## src/design/vctq_pkg.sv

```systemverilog
// shared types, constants and codes for the virtual clock timer queue
package vctq_pkg;

  // table geometry
  localparam int unsigned TIMER_SLOTS = 16;
  localparam int unsigned SLOT_W      = $clog2(TIMER_SLOTS);
  localparam int unsigned OWNER_BITS  = 8;
  localparam int unsigned MAX_FIRE    = 16;
  localparam int unsigned CNT_W       = $clog2(MAX_FIRE + 1);

  // field widths
  localparam int unsigned CLOCK_W = 48;
  localparam int unsigned ID_W    = 16;
  localparam logic [CLOCK_W-1:0] CLOCK_MAX = {CLOCK_W{1'b1}};
  localparam logic [ID_W-1:0]    ID_MAX    = {ID_W{1'b1}};
  localparam logic [ID_W-1:0]    ID_FIRST  = ID_W'(1);

  // command codes
  localparam logic [1:0] CMD_ADD     = 2'd0;
  localparam logic [1:0] CMD_CANCEL  = 2'd1;
  localparam logic [1:0] CMD_ADVANCE = 2'd2;
  localparam logic [1:0] CMD_READ    = 2'd3;

  // result status codes
  localparam logic [2:0] ST_ADDED    = 3'd0;
  localparam logic [2:0] ST_CANCELED = 3'd1;
  localparam logic [2:0] ST_FIRED    = 3'd2;
  localparam logic [2:0] ST_EMPTY    = 3'd3;
  localparam logic [2:0] ST_BEYOND   = 3'd4;
  localparam logic [2:0] ST_FULL     = 3'd5;

  // input item
  typedef struct packed {
    logic [1:0]         cmd;
    logic [31:0]        delay_ms;
    logic [7:0]         owner;
    logic               alarm_kind;
    logic [ID_W-1:0]    cancel_id;
    logic [CLOCK_W-1:0] time_limit;
  } in_item_t;

  // result item
  typedef struct packed {
    logic [2:0]         status;
    logic [ID_W-1:0]    timer_id;
    logic [7:0]         fired_owner;
    logic               fired_alarm;
    logic [CLOCK_W-1:0] clock_now;
    logic               last;
  } out_item_t;

  // controller to datapath commands
  typedef struct packed {
    logic       latch;
    logic       scan_clr;
    logic       scan_step;
    logic       scan_all;
    logic       cancel_step;
    logic       add_do;
    logic       first_take;
    logic       next_take;
    logic       emit;
    logic [2:0] emit_status;
    logic       emit_last;
  } ctl_t;

  // datapath to controller status
  typedef struct packed {
    logic scan_end;
    logic full;
    logic found;
    logic beyond;
    logic cnt_max;
    logic out_free;
  } sts_t;

endpackage

```

## src/design/vctq_ctrl.sv

```systemverilog
// controller state machine for the virtual clock timer queue
module vctq_ctrl (
  input  logic          clk,
  input  logic          rst_n,
  input  logic          in_valid,
  input  logic [1:0]    in_cmd,
  output logic          in_ready,
  input  vctq_pkg::sts_t sts,
  output vctq_pkg::ctl_t ctl
);

  localparam logic [2:0] S_IDLE   = 3'd0;
  localparam logic [2:0] S_ADD    = 3'd1;
  localparam logic [2:0] S_CANCEL = 3'd2;
  localparam logic [2:0] S_SCAN1  = 3'd3;
  localparam logic [2:0] S_CHECK  = 3'd4;
  localparam logic [2:0] S_SCAN2  = 3'd5;
  localparam logic [2:0] S_FIRE   = 3'd6;
  localparam logic [2:0] S_ONE    = 3'd7;

  logic [2:0] state_r, state_nxt;
  logic [2:0] st_r, st_nxt;

  assign in_ready = (state_r == S_IDLE);

  // next state and command decode
  always_comb begin
    state_nxt = state_r;
    st_nxt    = st_r;
    ctl       = '0;
    case (state_r)
      S_IDLE: begin
        if (in_valid) begin
          ctl.latch    = 1'b1;
          ctl.scan_clr = 1'b1;
          case (in_cmd)
            vctq_pkg::CMD_ADD:     state_nxt = S_ADD;
            vctq_pkg::CMD_CANCEL:  state_nxt = S_CANCEL;
            vctq_pkg::CMD_ADVANCE: state_nxt = S_SCAN1;
            default: begin
              st_nxt    = vctq_pkg::ST_FULL;
              state_nxt = S_ONE;
            end
          endcase
        end
      end
      S_ADD: begin
        if (sts.out_free) begin
          ctl.emit        = 1'b1;
          ctl.emit_last   = 1'b1;
          ctl.add_do      = !sts.full;
          ctl.emit_status = sts.full ? vctq_pkg::ST_FULL : vctq_pkg::ST_ADDED;
          state_nxt       = S_IDLE;
        end
      end
      S_CANCEL: begin
        ctl.cancel_step = 1'b1;
        if (sts.scan_end) begin
          st_nxt    = vctq_pkg::ST_CANCELED;
          state_nxt = S_ONE;
        end
      end
      S_SCAN1: begin
        ctl.scan_step = 1'b1;
        ctl.scan_all  = 1'b1;
        if (sts.scan_end) begin
          state_nxt = S_CHECK;
        end
      end
      S_CHECK: begin
        if (!sts.found) begin
          st_nxt    = vctq_pkg::ST_EMPTY;
          state_nxt = S_ONE;
        end else if (sts.beyond) begin
          st_nxt    = vctq_pkg::ST_BEYOND;
          state_nxt = S_ONE;
        end else begin
          ctl.first_take = 1'b1;
          ctl.scan_clr   = 1'b1;
          state_nxt      = S_SCAN2;
        end
      end
      S_SCAN2: begin
        ctl.scan_step = 1'b1;
        if (sts.scan_end) begin
          state_nxt = S_FIRE;
        end
      end
      S_FIRE: begin
        // the held timer goes out once we know whether another is due
        if (sts.out_free) begin
          ctl.emit        = 1'b1;
          ctl.emit_status = vctq_pkg::ST_FIRED;
          ctl.emit_last   = !sts.found || sts.cnt_max;
          if (sts.found && !sts.cnt_max) begin
            ctl.next_take = 1'b1;
            ctl.scan_clr  = 1'b1;
            state_nxt     = S_SCAN2;
          end else begin
            state_nxt = S_IDLE;
          end
        end
      end
      S_ONE: begin
        if (sts.out_free) begin
          ctl.emit        = 1'b1;
          ctl.emit_last   = 1'b1;
          ctl.emit_status = st_r;
          state_nxt       = S_IDLE;
        end
      end
      default: state_nxt = S_IDLE;
    endcase
  end

  // state register
  always_ff @(posedge clk) begin
    if (!rst_n) begin
      state_r <= S_IDLE;
      st_r    <= vctq_pkg::ST_ADDED;
    end else begin
      state_r <= state_nxt;
      st_r    <= st_nxt;
    end
  end

endmodule

```

## src/design/vctq_datapath.sv

```systemverilog
// timer table, virtual clock, scan unit and result register
module vctq_datapath (
  input  logic              clk,
  input  logic              rst_n,
  input  vctq_pkg::in_item_t in_data,
  input  vctq_pkg::ctl_t     ctl,
  output vctq_pkg::sts_t     sts,
  output logic              out_valid,
  input  logic              out_ready,
  output vctq_pkg::out_item_t out_data
);

  localparam int unsigned N  = vctq_pkg::TIMER_SLOTS;
  localparam int unsigned SW = vctq_pkg::SLOT_W;
  localparam int unsigned CW = vctq_pkg::CLOCK_W;
  localparam int unsigned IW = vctq_pkg::ID_W;
  localparam int unsigned OW = vctq_pkg::OWNER_BITS;
  localparam int unsigned KW = vctq_pkg::CNT_W;

  // slot table
  logic [N-1:0]  valid_r, valid_nxt;
  logic [CW-1:0] dl_r    [N];
  logic [IW-1:0] id_r    [N];
  logic [OW-1:0] owner_r [N];
  logic          alarm_r [N];

  // clock, id counter and latched command fields
  logic [CW-1:0] clock_r, clock_nxt;
  logic [IW-1:0] next_id_r, next_id_nxt;
  logic [31:0]   delay_r;
  logic [OW-1:0] own_in_r;
  logic          alarm_in_r;
  logic [IW-1:0] cancel_id_r;
  logic [CW-1:0] limit_r;

  // scan state and best candidate
  logic [SW-1:0]          idx_r, idx_nxt;
  logic                   found_r, found_nxt;
  logic [CW-1:0]          best_dl_r;
  logic [IW-1:0]          best_id_r;
  logic [OW-1:0]          best_own_r;
  logic                   best_alarm_r;
  logic [SW-1:0]          best_idx_r;
  logic                   take_best;

  // held fired timer and fire count
  logic [IW-1:0]               pend_id_r;
  logic [OW-1:0]               pend_own_r;
  logic                        pend_alarm_r;
  logic [KW-1:0]               cnt_r, cnt_nxt;

  // result register
  logic                out_valid_r, out_valid_nxt;
  vctq_pkg::out_item_t out_r;

  logic [SW-1:0] free_idx;
  logic [CW:0]   dl_sum;
  logic [CW-1:0] dl_new;
  logic          cur_valid, in_bound, better;

  // lowest free slot
  always_comb begin
    free_idx = '0;
    for (int i = N - 1; i >= 0; i--) begin
      if (!valid_r[i]) begin
        free_idx = SW'(i);
      end
    end
  end

  // saturating deadline
  assign dl_sum = {1'b0, clock_r} + {{(CW + 1 - 32){1'b0}}, delay_r};
  assign dl_new = dl_sum[CW] ? vctq_pkg::CLOCK_MAX : dl_sum[CW-1:0];

  // one slot compared per scan cycle
  assign cur_valid = valid_r[idx_r];
  assign in_bound  = ctl.scan_all || (dl_r[idx_r] <= clock_r);
  assign better    = !found_r || (dl_r[idx_r] < best_dl_r) ||
                     ((dl_r[idx_r] == best_dl_r) && (id_r[idx_r] < best_id_r));
  assign take_best = ctl.scan_step && cur_valid && in_bound && better;

  // control next values
  always_comb begin
    valid_nxt     = valid_r;
    clock_nxt     = clock_r;
    next_id_nxt   = next_id_r;
    idx_nxt       = idx_r;
    found_nxt     = found_r;
    cnt_nxt       = cnt_r;
    out_valid_nxt = out_valid_r;

    if (ctl.scan_step || ctl.cancel_step) begin
      idx_nxt = idx_r + SW'(1);
    end
    if (take_best) begin
      found_nxt = 1'b1;
    end
    if (ctl.cancel_step && cur_valid && (id_r[idx_r] == cancel_id_r)) begin
      valid_nxt[idx_r] = 1'b0;
    end
    if (ctl.add_do) begin
      valid_nxt[free_idx] = 1'b1;
      next_id_nxt = (next_id_r == vctq_pkg::ID_MAX) ? vctq_pkg::ID_FIRST
                                                    : next_id_r + IW'(1);
    end
    if (ctl.first_take) begin
      if (best_dl_r > clock_r) begin
        clock_nxt = best_dl_r;
      end
      valid_nxt[best_idx_r] = 1'b0;
      cnt_nxt = KW'(1);
    end
    if (ctl.next_take) begin
      valid_nxt[best_idx_r] = 1'b0;
      cnt_nxt = cnt_r + KW'(1);
    end
    if (ctl.scan_clr) begin
      idx_nxt   = '0;
      found_nxt = 1'b0;
    end
    if (ctl.emit) begin
      out_valid_nxt = 1'b1;
    end else if (out_ready) begin
      out_valid_nxt = 1'b0;
    end
  end

  // control registers
  always_ff @(posedge clk) begin
    if (!rst_n) begin
      valid_r     <= '0;
      clock_r     <= '0;
      next_id_r   <= vctq_pkg::ID_FIRST;
      idx_r       <= '0;
      found_r     <= 1'b0;
      cnt_r       <= '0;
      out_valid_r <= 1'b0;
    end else begin
      valid_r     <= valid_nxt;
      clock_r     <= clock_nxt;
      next_id_r   <= next_id_nxt;
      idx_r       <= idx_nxt;
      found_r     <= found_nxt;
      cnt_r       <= cnt_nxt;
      out_valid_r <= out_valid_nxt;
    end
  end

  // payload registers
  always_ff @(posedge clk) begin
    if (ctl.latch) begin
      delay_r     <= in_data.delay_ms;
      own_in_r    <= OW'(in_data.owner);
      alarm_in_r  <= in_data.alarm_kind;
      cancel_id_r <= in_data.cancel_id;
      limit_r     <= in_data.time_limit;
    end
    if (ctl.add_do) begin
      dl_r[free_idx]    <= dl_new;
      id_r[free_idx]    <= next_id_r;
      owner_r[free_idx] <= own_in_r;
      alarm_r[free_idx] <= alarm_in_r;
    end
    if (take_best) begin
      best_dl_r    <= dl_r[idx_r];
      best_id_r    <= id_r[idx_r];
      best_own_r   <= owner_r[idx_r];
      best_alarm_r <= alarm_r[idx_r];
      best_idx_r   <= idx_r;
    end
    if (ctl.first_take || ctl.next_take) begin
      pend_id_r    <= best_id_r;
      pend_own_r   <= best_own_r;
      pend_alarm_r <= best_alarm_r;
    end
    if (ctl.emit) begin
      out_r.status    <= ctl.emit_status;
      out_r.clock_now <= clock_r;
      out_r.last      <= ctl.emit_last;
      if (ctl.emit_status == vctq_pkg::ST_ADDED) begin
        out_r.timer_id    <= next_id_r;
        out_r.fired_owner <= '0;
        out_r.fired_alarm <= 1'b0;
      end else if (ctl.emit_status == vctq_pkg::ST_FIRED) begin
        out_r.timer_id    <= pend_id_r;
        out_r.fired_owner <= 8'(pend_own_r);
        out_r.fired_alarm <= pend_alarm_r;
      end else begin
        out_r.timer_id    <= '0;
        out_r.fired_owner <= '0;
        out_r.fired_alarm <= 1'b0;
      end
    end
  end

  // status to controller
  assign sts.scan_end = (idx_r == SW'(N - 1));
  assign sts.full     = &valid_r;
  assign sts.found    = found_r;
  assign sts.beyond   = (best_dl_r > limit_r);
  assign sts.cnt_max  = (cnt_r == KW'(vctq_pkg::MAX_FIRE));
  assign sts.out_free = !out_valid_r || out_ready;

  assign out_valid = out_valid_r;
  assign out_data  = out_r;

endmodule

```

## src/design/virtual_clock_timer_queue_unit.sv

```systemverilog
// top level of the virtual clock timer queue
//
// Holds up to TIMER_SLOTS pending timers and a 48-bit virtual millisecond
// clock. Commands arrive as items on the in_ channel (valid/ready): add,
// cancel by id, advance and fire, read clock. Results leave on the out_
// channel (valid/ready); every command gives one result except an advance
// that fires, which gives one result per fired timer, with last on the
// final one.
// One command is worked at a time; in_ready is high only while idle.
// Cancel makes one pass over the table. An advance makes one pass to find
// the earliest deadline, then one full pass of the single slot comparator
// over the table per fired timer.
// The result register lets the block take the next command while a result
// waits; when the receiver stalls, the block waits in place before loading
// the next result. Reset (rst_n low, synchronous) empties the table, sets
// the clock to zero and the next id to one; no clearing pass is needed.
module virtual_clock_timer_queue_unit (
  input  logic                clk,
  input  logic                rst_n,
  input  logic                in_valid,
  output logic                in_ready,
  input  vctq_pkg::in_item_t  in_data,
  output logic                out_valid,
  input  logic                out_ready,
  output vctq_pkg::out_item_t out_data
);

  vctq_pkg::ctl_t ctl;
  vctq_pkg::sts_t sts;

  // command sequencing
  vctq_ctrl u_ctrl (
    .clk      (clk),
    .rst_n    (rst_n),
    .in_valid (in_valid),
    .in_cmd   (in_data.cmd),
    .in_ready (in_ready),
    .sts      (sts),
    .ctl      (ctl)
  );

  // table, clock and result register
  vctq_datapath u_datapath (
    .clk       (clk),
    .rst_n     (rst_n),
    .in_data   (in_data),
    .ctl       (ctl),
    .sts       (sts),
    .out_valid (out_valid),
    .out_ready (out_ready),
    .out_data  (out_data)
  );

endmodule

```

## config.mk

```make
export PLATFORM = sky130hd
export DESIGN_NAME = virtual_clock_timer_queue_unit
export DESIGN_NICKNAME = d
export VERILOG_FILES = /design/src/design/vctq_pkg.sv /design/src/design/vctq_ctrl.sv /design/src/design/vctq_datapath.sv /design/src/design/virtual_clock_timer_queue_unit.sv
export SDC_FILE = /design/constraint.sdc
export NUM_CORES = 2
export LEC_CHECK = 0
export ABC_AREA = 0
export BUFFER_PORTS_ARGS = -buffer_cell sky130_fd_sc_hd__buf_2
export CORE_ASPECT_RATIO = 1.1
export CORE_MARGIN = 2
export CORE_UTILIZATION = 50
export DETAILED_ROUTE_END_ITERATION = 10
export GPL_TIMING_DRIVEN = 0
export PLACE_DENSITY = 0.78
export SLEW_MARGIN = 20
export SYNTH_ARGS = -nofsm -noshare
export SYNTH_HDL_FRONTEND = slang
export SYNTH_HIERARCHICAL = 1
export SYNTH_SLANG_ARGS = --single-unit
```

## constraint.sdc

```tcl
create_clock -name clk -period 10.2 [get_ports clk]
set_clock_uncertainty 0.1 [all_clocks]
set_input_delay 2.04 -clock clk [delete_from_list [all_inputs] [get_ports clk]]
set_output_delay 2.04 -clock clk [all_outputs]
set_load 0.01 [all_outputs]
```

Yosys cells after proc, flatten, opt, wreduce, memory -nomap -nowiden:

Memories as Yosys holds them, arrays and structs flattened. A register that Yosys moved wholly into a read port is not among the register bits.
Index checks and enable logic that the tools add are counted.

* bitwise logic cells: 8
* mux-type cells: 78
* add/sub/neg operators: 4
* eq/ne operators: 23
* reduce and logical (&&, ||, !) cells: 36
* $lt $le $gt $ge: 11

Operators by type and width (number)
* $gt 48x48->1: 2
* $mux 16: 5
* $mux 4: 20
* $mux 25: 2
* $add 48x32->49: 1
* $and 16x16->16: 3
* $eq 48x48->1: 1
* $le 48x48->1: 1
* $lt 48x48->1: 1
* $mux 48: 1
* $mux 3: 13
* $not 16->16: 2
* $pmux 3 s7: 1
* $mux 1: 20
* $mux 5: 4
* $pmux 3 s3: 2
* $add 16x1->16 const B: 1
* $eq 16x16->1: 1
* $eq 16x16->1 const B: 1
* $lt 16x16->1: 1
* $or 16x16->16: 1
* $reduce_and 16->1: 1
* $lt 4x5->1 const B: 3
* $pmux 5 s3: 1
* 31 further kinds: 71

* word-level logic and storage cells: 190
* output and inout bits: 79
* memories kept: 4
* register bits: 372
* RAM bits: 1168

Memories
* u_datapath.dl_r: depth 16, bits a word 48, rd ports 1, clocked after memory_dff 1, wr ports 1, RTL line vctq_datapath.sv:22 `logic [CW-1:0] dl_r [N];`
* u_datapath.id_r: depth 16, bits a word 16, rd ports 1, clocked after memory_dff 1, wr ports 1, RTL line vctq_datapath.sv:23 `logic [IW-1:0] id_r [N];`
* u_datapath.owner_r: depth 16, bits a word 8, rd ports 1, clocked after memory_dff 1, wr ports 1, RTL line vctq_datapath.sv:24 `logic [OW-1:0] owner_r [N];`
* u_datapath.alarm_r: depth 16, bits a word 1, rd ports 1, clocked after memory_dff 1, wr ports 1, RTL line vctq_datapath.sv:25 `logic alarm_r [N];`

Longest topological paths before layout:

* word-level depth: 26
* depth in mapped cells: 20
* gate-level depth less buffers: 20

Cells and area by module:

The synthesis kept the hierarchy.

By module, submodules not included
* vctq_datapath: times used 1, area each 64481.8 sq um, cells an instance 3576
* vctq_ctrl: times used 1, area each 605.6 sq um, cells an instance 82

Worst setup path before layout:

No wires, ideal clock.

* path kind: register to register
* from: register (tool-made name)
* to: register u_datapath.best_alarm_r (read register of u_datapath.alarm_r) (enable)
* clock period less this slack: 10.024 ns
* slack: 0.176 ns
* required time: 9.493 ns
* stages on the path, launching flop included: 18
* arrival time: 9.317 ns
* path through: dfxtp_1 -> buf_2 -> buf_2 -> buf_2 -> buf_2 -> buf_1 -> mux4_2 -> mux4_2 -> ha_1 -> a21oi_1 -> nor2b_1 -> o21ai_0 -> a21oi_1 -> a211oi_1 -> o32ai_1 -> o31a_1 -> o21a_1 -> nor3_1

RTL lines
* to (decl): RTL line vctq_datapath.sv:42 `logic best_alarm_r;`

==> impl_results.html <==
<table>
<tr><th>Metric</th><th>Value</th></tr>
<tr><th colspan="2">Outcome</th></tr>
<tr><td>Result of the run</td><td>finished, final reports clean</td></tr>
<tr><th colspan="2">Synth</th></tr>
<tr><td>Post-synthesis cell type with the largest combined area</td><td>sky130_fd_sc_hd__edfxtp_1</td></tr>
<tr><td>Post-synthesis share of cell area spent on xor and xnor gates</td><td>0.00902</td></tr>
<tr><td>Mean instance size in the synthesized netlist</td><td>roughly 18 um2</td></tr>
<tr><td>Warnings, synthesis</td><td>6</td></tr>
<tr><td>Top-area cell type share of the netlist area</td><td>0.670</td></tr>
<tr><td>Syn Nets</td><td>4016</td></tr>
<tr><td>Share of the synthesized area in compound gates (AO/OA/AOI/OAI)</td><td>0.0516</td></tr>
<tr><td>Predominant post-synthesis flop cell</td><td>sky130_fd_sc_hd__edfxtp_1</td></tr>
<tr><td>Yosys reg bits</td><td>approximately 1600</td></tr>
<tr><td>Post-synthesis adder-cell area fraction</td><td>0.0476</td></tr>
<tr><td>Cell count after synthesis</td><td>approximately 3700</td></tr>
<tr><td>Largest family of logic cells by synthesized area</td><td>multiplexers</td></tr>
<tr><td>Asr flop ratio synth</td><td>0</td></tr>
<tr><td>Count of flip-flops with a built-in enable after synthesis</td><td>approximately 1500</td></tr>
<tr><td>Top cells by area, synth</td><td>sky130_fd_sc_hd__edfxtp_1 (67%), sky130_fd_sc_hd__mux4_2 (12%), sky130_fd_sc_hd__ha_1 (4.7%), sky130_fd_sc_hd__dfxtp_1 (3.1%), sky130_fd_sc_hd__inv_1 (1.1%)</td></tr>
<tr><td>Share of cell area taken by muxes after synthesis</td><td>0.129</td></tr>
<tr><td>Area share of and/or/nand/nor cells after synthesis</td><td>0.0415</td></tr>
<tr><td>Netlist cell types</td><td>76</td></tr>
<tr><td>Netlist area before placement</td><td>65100 um2</td></tr>
<tr><td>Share of the yosys chip area belonging to registers</td><td>0.701</td></tr>
<tr><th colspan="2">Setup path</th></tr>
<tr><td>Kind of critical path</td><td>reg2reg</td></tr>
<tr><td>Data arrival time of the worst path</td><td>9.70 ns</td></tr>
<tr><td>Crit-path max FO</td><td>10</td></tr>
<tr><td>Type of element capturing the critical path</td><td>flop</td></tr>
<tr><td>Required time worst endpoint</td><td>10.60 ns</td></tr>
<tr><td>Worst setup SP type</td><td>flop</td></tr>
<tr><th colspan="2">Hold path</th></tr>
<tr><td>Critical hold path startpoint</td><td>u_datapath/best_own_r[1]</td></tr>
<tr><td>Classification of the worst-slack hold path</td><td>reg2reg</td></tr>
<tr><th colspan="2">Route</th></tr>
<tr><td>Highest signal layer in the routed design</td><td>met5</td></tr>
<tr><td>Overall via count from detail_route</td><td>~39000</td></tr>
<tr><td>Post-route DRC</td><td>0</td></tr>
<tr><td>Vias per std cell</td><td>around 6.6</td></tr>
<tr><td>Met2 Routed Length</td><td>88800 um</td></tr>
<tr><td>Met1 Routed Length</td><td>~66000 um</td></tr>
<tr><td>Length of routed met3 wiring</td><td>about 25000 um</td></tr>
<tr><td>Initial drt markers</td><td>about 6100</td></tr>
<tr><td>Routed length per instance</td><td>approximately 32 um</td></tr>
<tr><td>Antenna-violating nets left</td><td>0</td></tr>
<tr><td>Overall routed net length</td><td>between 150000 and 200000 um</td></tr>
<tr><td>Number of iterations in the first detailed-routing pass</td><td>6</td></tr>
<tr><th colspan="2">Clock network</th></tr>
<tr><td>Number of hold buffers added after cts</td><td>0</td></tr>
<tr><td>Setup Buffers After CTS</td><td>0</td></tr>
<tr><td>Number of instances resized during post-cts repair</td><td>0</td></tr>
<tr><td>Clock-pin slew of the registers on the worst-case setup and hold paths</td><td>0.06 ns</td></tr>
<tr><td>CTS buffer count</td><td>148</td></tr>
<tr><td>H-tree level count</td><td>4</td></tr>
<tr><td>TritonCTS sink count</td><td>roughly 1600</td></tr>
<tr><td>CTS tree</td><td>yes</td></tr>
<tr><td>Clock latency of the later-clocked register in the worst-skew pair</td><td>about 0.8 ns</td></tr>
<tr><td>Number of buffers on the longest clock path</td><td>3</td></tr>
<tr><td>Root buffer cell</td><td>sky130_fd_sc_hd__clkbuf_16</td></tr>
<tr><th colspan="2">Power</th></tr>
<tr><td>IR Drop Worst-Case VDD</td><td>between 0.15 and 0.2 mV</td></tr>
<tr><td>Overall power</td><td>between 0.015 and 0.02 W</td></tr>
<tr><td>Power density over the cells</td><td>about 220 nW/um2</td></tr>
<tr><td>Leakage</td><td>25.3 nW</td></tr>
<tr><th colspan="2">Timing</th></tr>
<tr><td>Unrepaired setup endpoints after global routing</td><td>no</td></tr>
<tr><td>Number of endpoints with negative hold slack in the final report</td><td>0</td></tr>
<tr><td>Number of setup violations in the final report</td><td>0</td></tr>
<tr><td>Minimum period implied by the final worst setup slack</td><td>between 9 and 10 ns</td></tr>
<tr><td>Maximum clock frequency</td><td>approximately 0.11 GHz</td></tr>
<tr><td>Slew at the pin with the worst max-slew slack</td><td>around 1.3 ns</td></tr>
<tr><td>Headroom to the max-slew limit</td><td>0.122</td></tr>
<tr><td>Final worst-path cycle share</td><td>0.912</td></tr>
<tr><td>Fin Setup TNS</td><td>0 ns</td></tr>
<tr><td>Final slew viol count</td><td>0</td></tr>
<tr><th colspan="2">Cells and area</th></tr>
<tr><td>Most frequent standard cell in the layout excluding fill and tap cells</td><td>sky130_fd_sc_hd__edfxtp_1</td></tr>
<tr><td>Post-Route Utilization</td><td>0.580</td></tr>
<tr><td>Fraction of layout instances using a drive strength above 1</td><td>0.228</td></tr>
<tr><td>Most frequent cells in the layout</td><td>sky130_fd_sc_hd__edfxtp_1 (1452), sky130_fd_sc_hd__mux4_2 (343), sky130_fd_sc_hd__ha_1 (246)</td></tr>
<tr><td>Area growth syn-to-layout</td><td>14.9%</td></tr>
<tr><td>Design area</td><td>roughly 75000 um2</td></tr>
<tr><td>Nets</td><td>4439</td></tr>
<tr><td>Final Instance Count excl. Fillers</td><td>roughly 5900</td></tr>
<tr><th colspan="2">Place</th></tr>
<tr><td>Detailed-placement wirelength estimate</td><td>124000 um</td></tr>
<tr><td>Post-Place Cells</td><td>approximately 5600</td></tr>
<tr><td>Number of input and output port buffers inserted</td><td>189</td></tr>
<tr><td>Final weighted congestion of routability-driven global placement</td><td>0.936</td></tr>
<tr><td>Placement-stage cell area</td><td>about 70000 um2</td></tr>
<tr><th colspan="2">Job</th></tr>
<tr><td>Number of violations of the max-capacitance limit</td><td>0</td></tr>
<tr><th colspan="2">Floorplan</th></tr>
<tr><td>Die Span X</td><td>roughly 350 um</td></tr>
<tr><td>Std-Cell Core Area</td><td>129000 um2</td></tr>
<tr><td>Initial core utilization</td><td>0.505</td></tr>
<tr><td>Row count</td><td>roughly 140</td></tr>
<tr><td>Full die area</td><td>around 130000 um2</td></tr>
<tr><td>Number of top-level pins</td><td>190</td></tr>
<tr><td>Y dimension of the die</td><td>around 380 um</td></tr>
<tr><th colspan="2">GRT</th></tr>
<tr><td>Overflow left after global routing</td><td>0</td></tr>
<tr><td>Vias in the first global route</td><td>38300</td></tr>
<tr><td>Antenna violations before repair</td><td>9</td></tr>
<tr><td>All-layer global routing usage</td><td>0.285</td></tr>
<tr><td>Largest net degree at the start of global routing</td><td>47</td></tr>
<tr><td>Wire length of the first global-routing pass</td><td>~270000 um</td></tr>
</table>
## per-stage QoR
step | hold WS [ns] | setup WS, ns
after global placement | 0.303 | -8.23
after detailed placement | 0.307 | 1.26
after floorplan | 0.300 | 0.176
final | 0.314 | 0.903
after CTS | 0.320 | 1.28
after global routing | 0.326 | 0.878
## power by group
part	switching [W]	leakage [nW]	internal [W]	total, W
registers	0.000234	14.3	0.00760	0.00783
clock network	0.00239	2.31	0.00305	0.00544
logic	0.00183	8.75	0.00111	0.00294
total	0.00445	25.3	0.0118	0.0162
## kinds of logic (layout without fill, tap and decap cells)
kind of cell	count (synthesis)	after routing
flops	1553	1553
simple gates	547	547
compound gates	500	500
mux	404	404
buf+inv	340	879
fa+ha+maj	247	247
xor+xnor	67	67
other cells	0	2
## routing by layer
layer | track usage | vias to the layer above
li1 | - | 15600
met1 | 0.362 | 19400
met2 | 0.450 | 3021
met3 | 0.0881 | 597
met4 | 0.134 | 10
met5 | 0 | -
## worst max-delay path, cell delays in order, from the launching register on
cell and delay, ns:
sky130_fd_sc_hd__dfxtp_1 0.32, sky130_fd_sc_hd__buf_2 0.28, sky130_fd_sc_hd__buf_1 0.84, sky130_fd_sc_hd__buf_2 0.52, sky130_fd_sc_hd__clkbuf_1 0.84, sky130_fd_sc_hd__clkbuf_1 0.97, sky130_fd_sc_hd__mux4_2 0.53, sky130_fd_sc_hd__ha_1 0.33
sky130_fd_sc_hd__nand3_1 0.09, sky130_fd_sc_hd__nor2_1 0.38, sky130_fd_sc_hd__o21ai_0 0.29, sky130_fd_sc_hd__nor4_1 0.62, sky130_fd_sc_hd__o2111ai_1 0.23, sky130_fd_sc_hd__o31ai_1 0.55, sky130_fd_sc_hd__a21oi_1 0.13, sky130_fd_sc_hd__nor3_2 0.47
sky130_fd_sc_hd__buf_4 0.27, sky130_fd_sc_hd__buf_4 0.21, sky130_fd_sc_hd__buf_6 0.18, sky130_fd_sc_hd__buf_4 0.22, sky130_fd_sc_hd__buf_4 0.23, sky130_fd_sc_hd__buf_4 0.19, sky130_fd_sc_hd__buf_4 0.19
## Yosys cell counts, drive strengths merged, types with 5 or more instances
library cell,instances
o31ai,55
nand2b,16
nor2b,31
o21ai,92
a211o,6
o211ai,9
and2,21
inv,195
a41oi,6
and3,20
a22oi,5
a22o,17
a31oi,22
xor2,37
nand3b,5
clkbuf,75
mux4,343
edfxtp,1452
a221o,5
xnor2,30
o221ai,11
nand4,48
nor3,36
nor4,9
nor2,115
o21bai,8
o22ai,5
o31a,8
buf,69
dfxtp,101
o221a,8
nand2,130
ha,246
a211oi,18
a21o,50
o21a,27
a21oi,121
mux2,20
nand3,100
mux2i,41
## layout make-up
cell class              instances  area (um2)
clock inverters                76         683
fillers                      9022       54200
well taps                    1680        2100
plain buffers                 144         647
inverters                     196         741
multi-input cells            1765       18300
flip-flops and latches       1553       45600
diodes                          2        5.00
clock buffers                 190        4050
repair buffers                273        2630
## path summary, 6_finish.rpt
path | end | slack (ns) | cells after the start
max | u_datapath/best_dl_r[44] | 0.90 | 22
min | u_datapath/pend_own_r[1] | 0.31 | 0
max reg2reg | u_datapath/best_dl_r[44] | 0.90 | 22
min reg2reg | u_datapath/pend_own_r[1] | 0.31 | 0
## state kept, by name (all words and copies together), names as in the netlist, 5 cells and up, named ones only
signal,count
u_datapath/best_dl_r,48
u_datapath/cancel_id_r,16
u_datapath/valid_r,16
u_datapath/best_id_r,16
u_datapath/limit_r,48
u_datapath/out_data,77
u_datapath/pend_id_r,16
u_datapath/alarm_r,16
u_datapath/delay_r,32
u_datapath/pend_own_r,8
u_datapath/cnt_r,5
u_datapath/next_id_r,16
u_datapath/id_r,256
u_datapath/best_own_r,8
u_datapath/clock_r,48
u_datapath/dl_r,768
u_datapath/own_in_r,8
u_datapath/owner_r,128
Power figures use the tool's default switching activity.
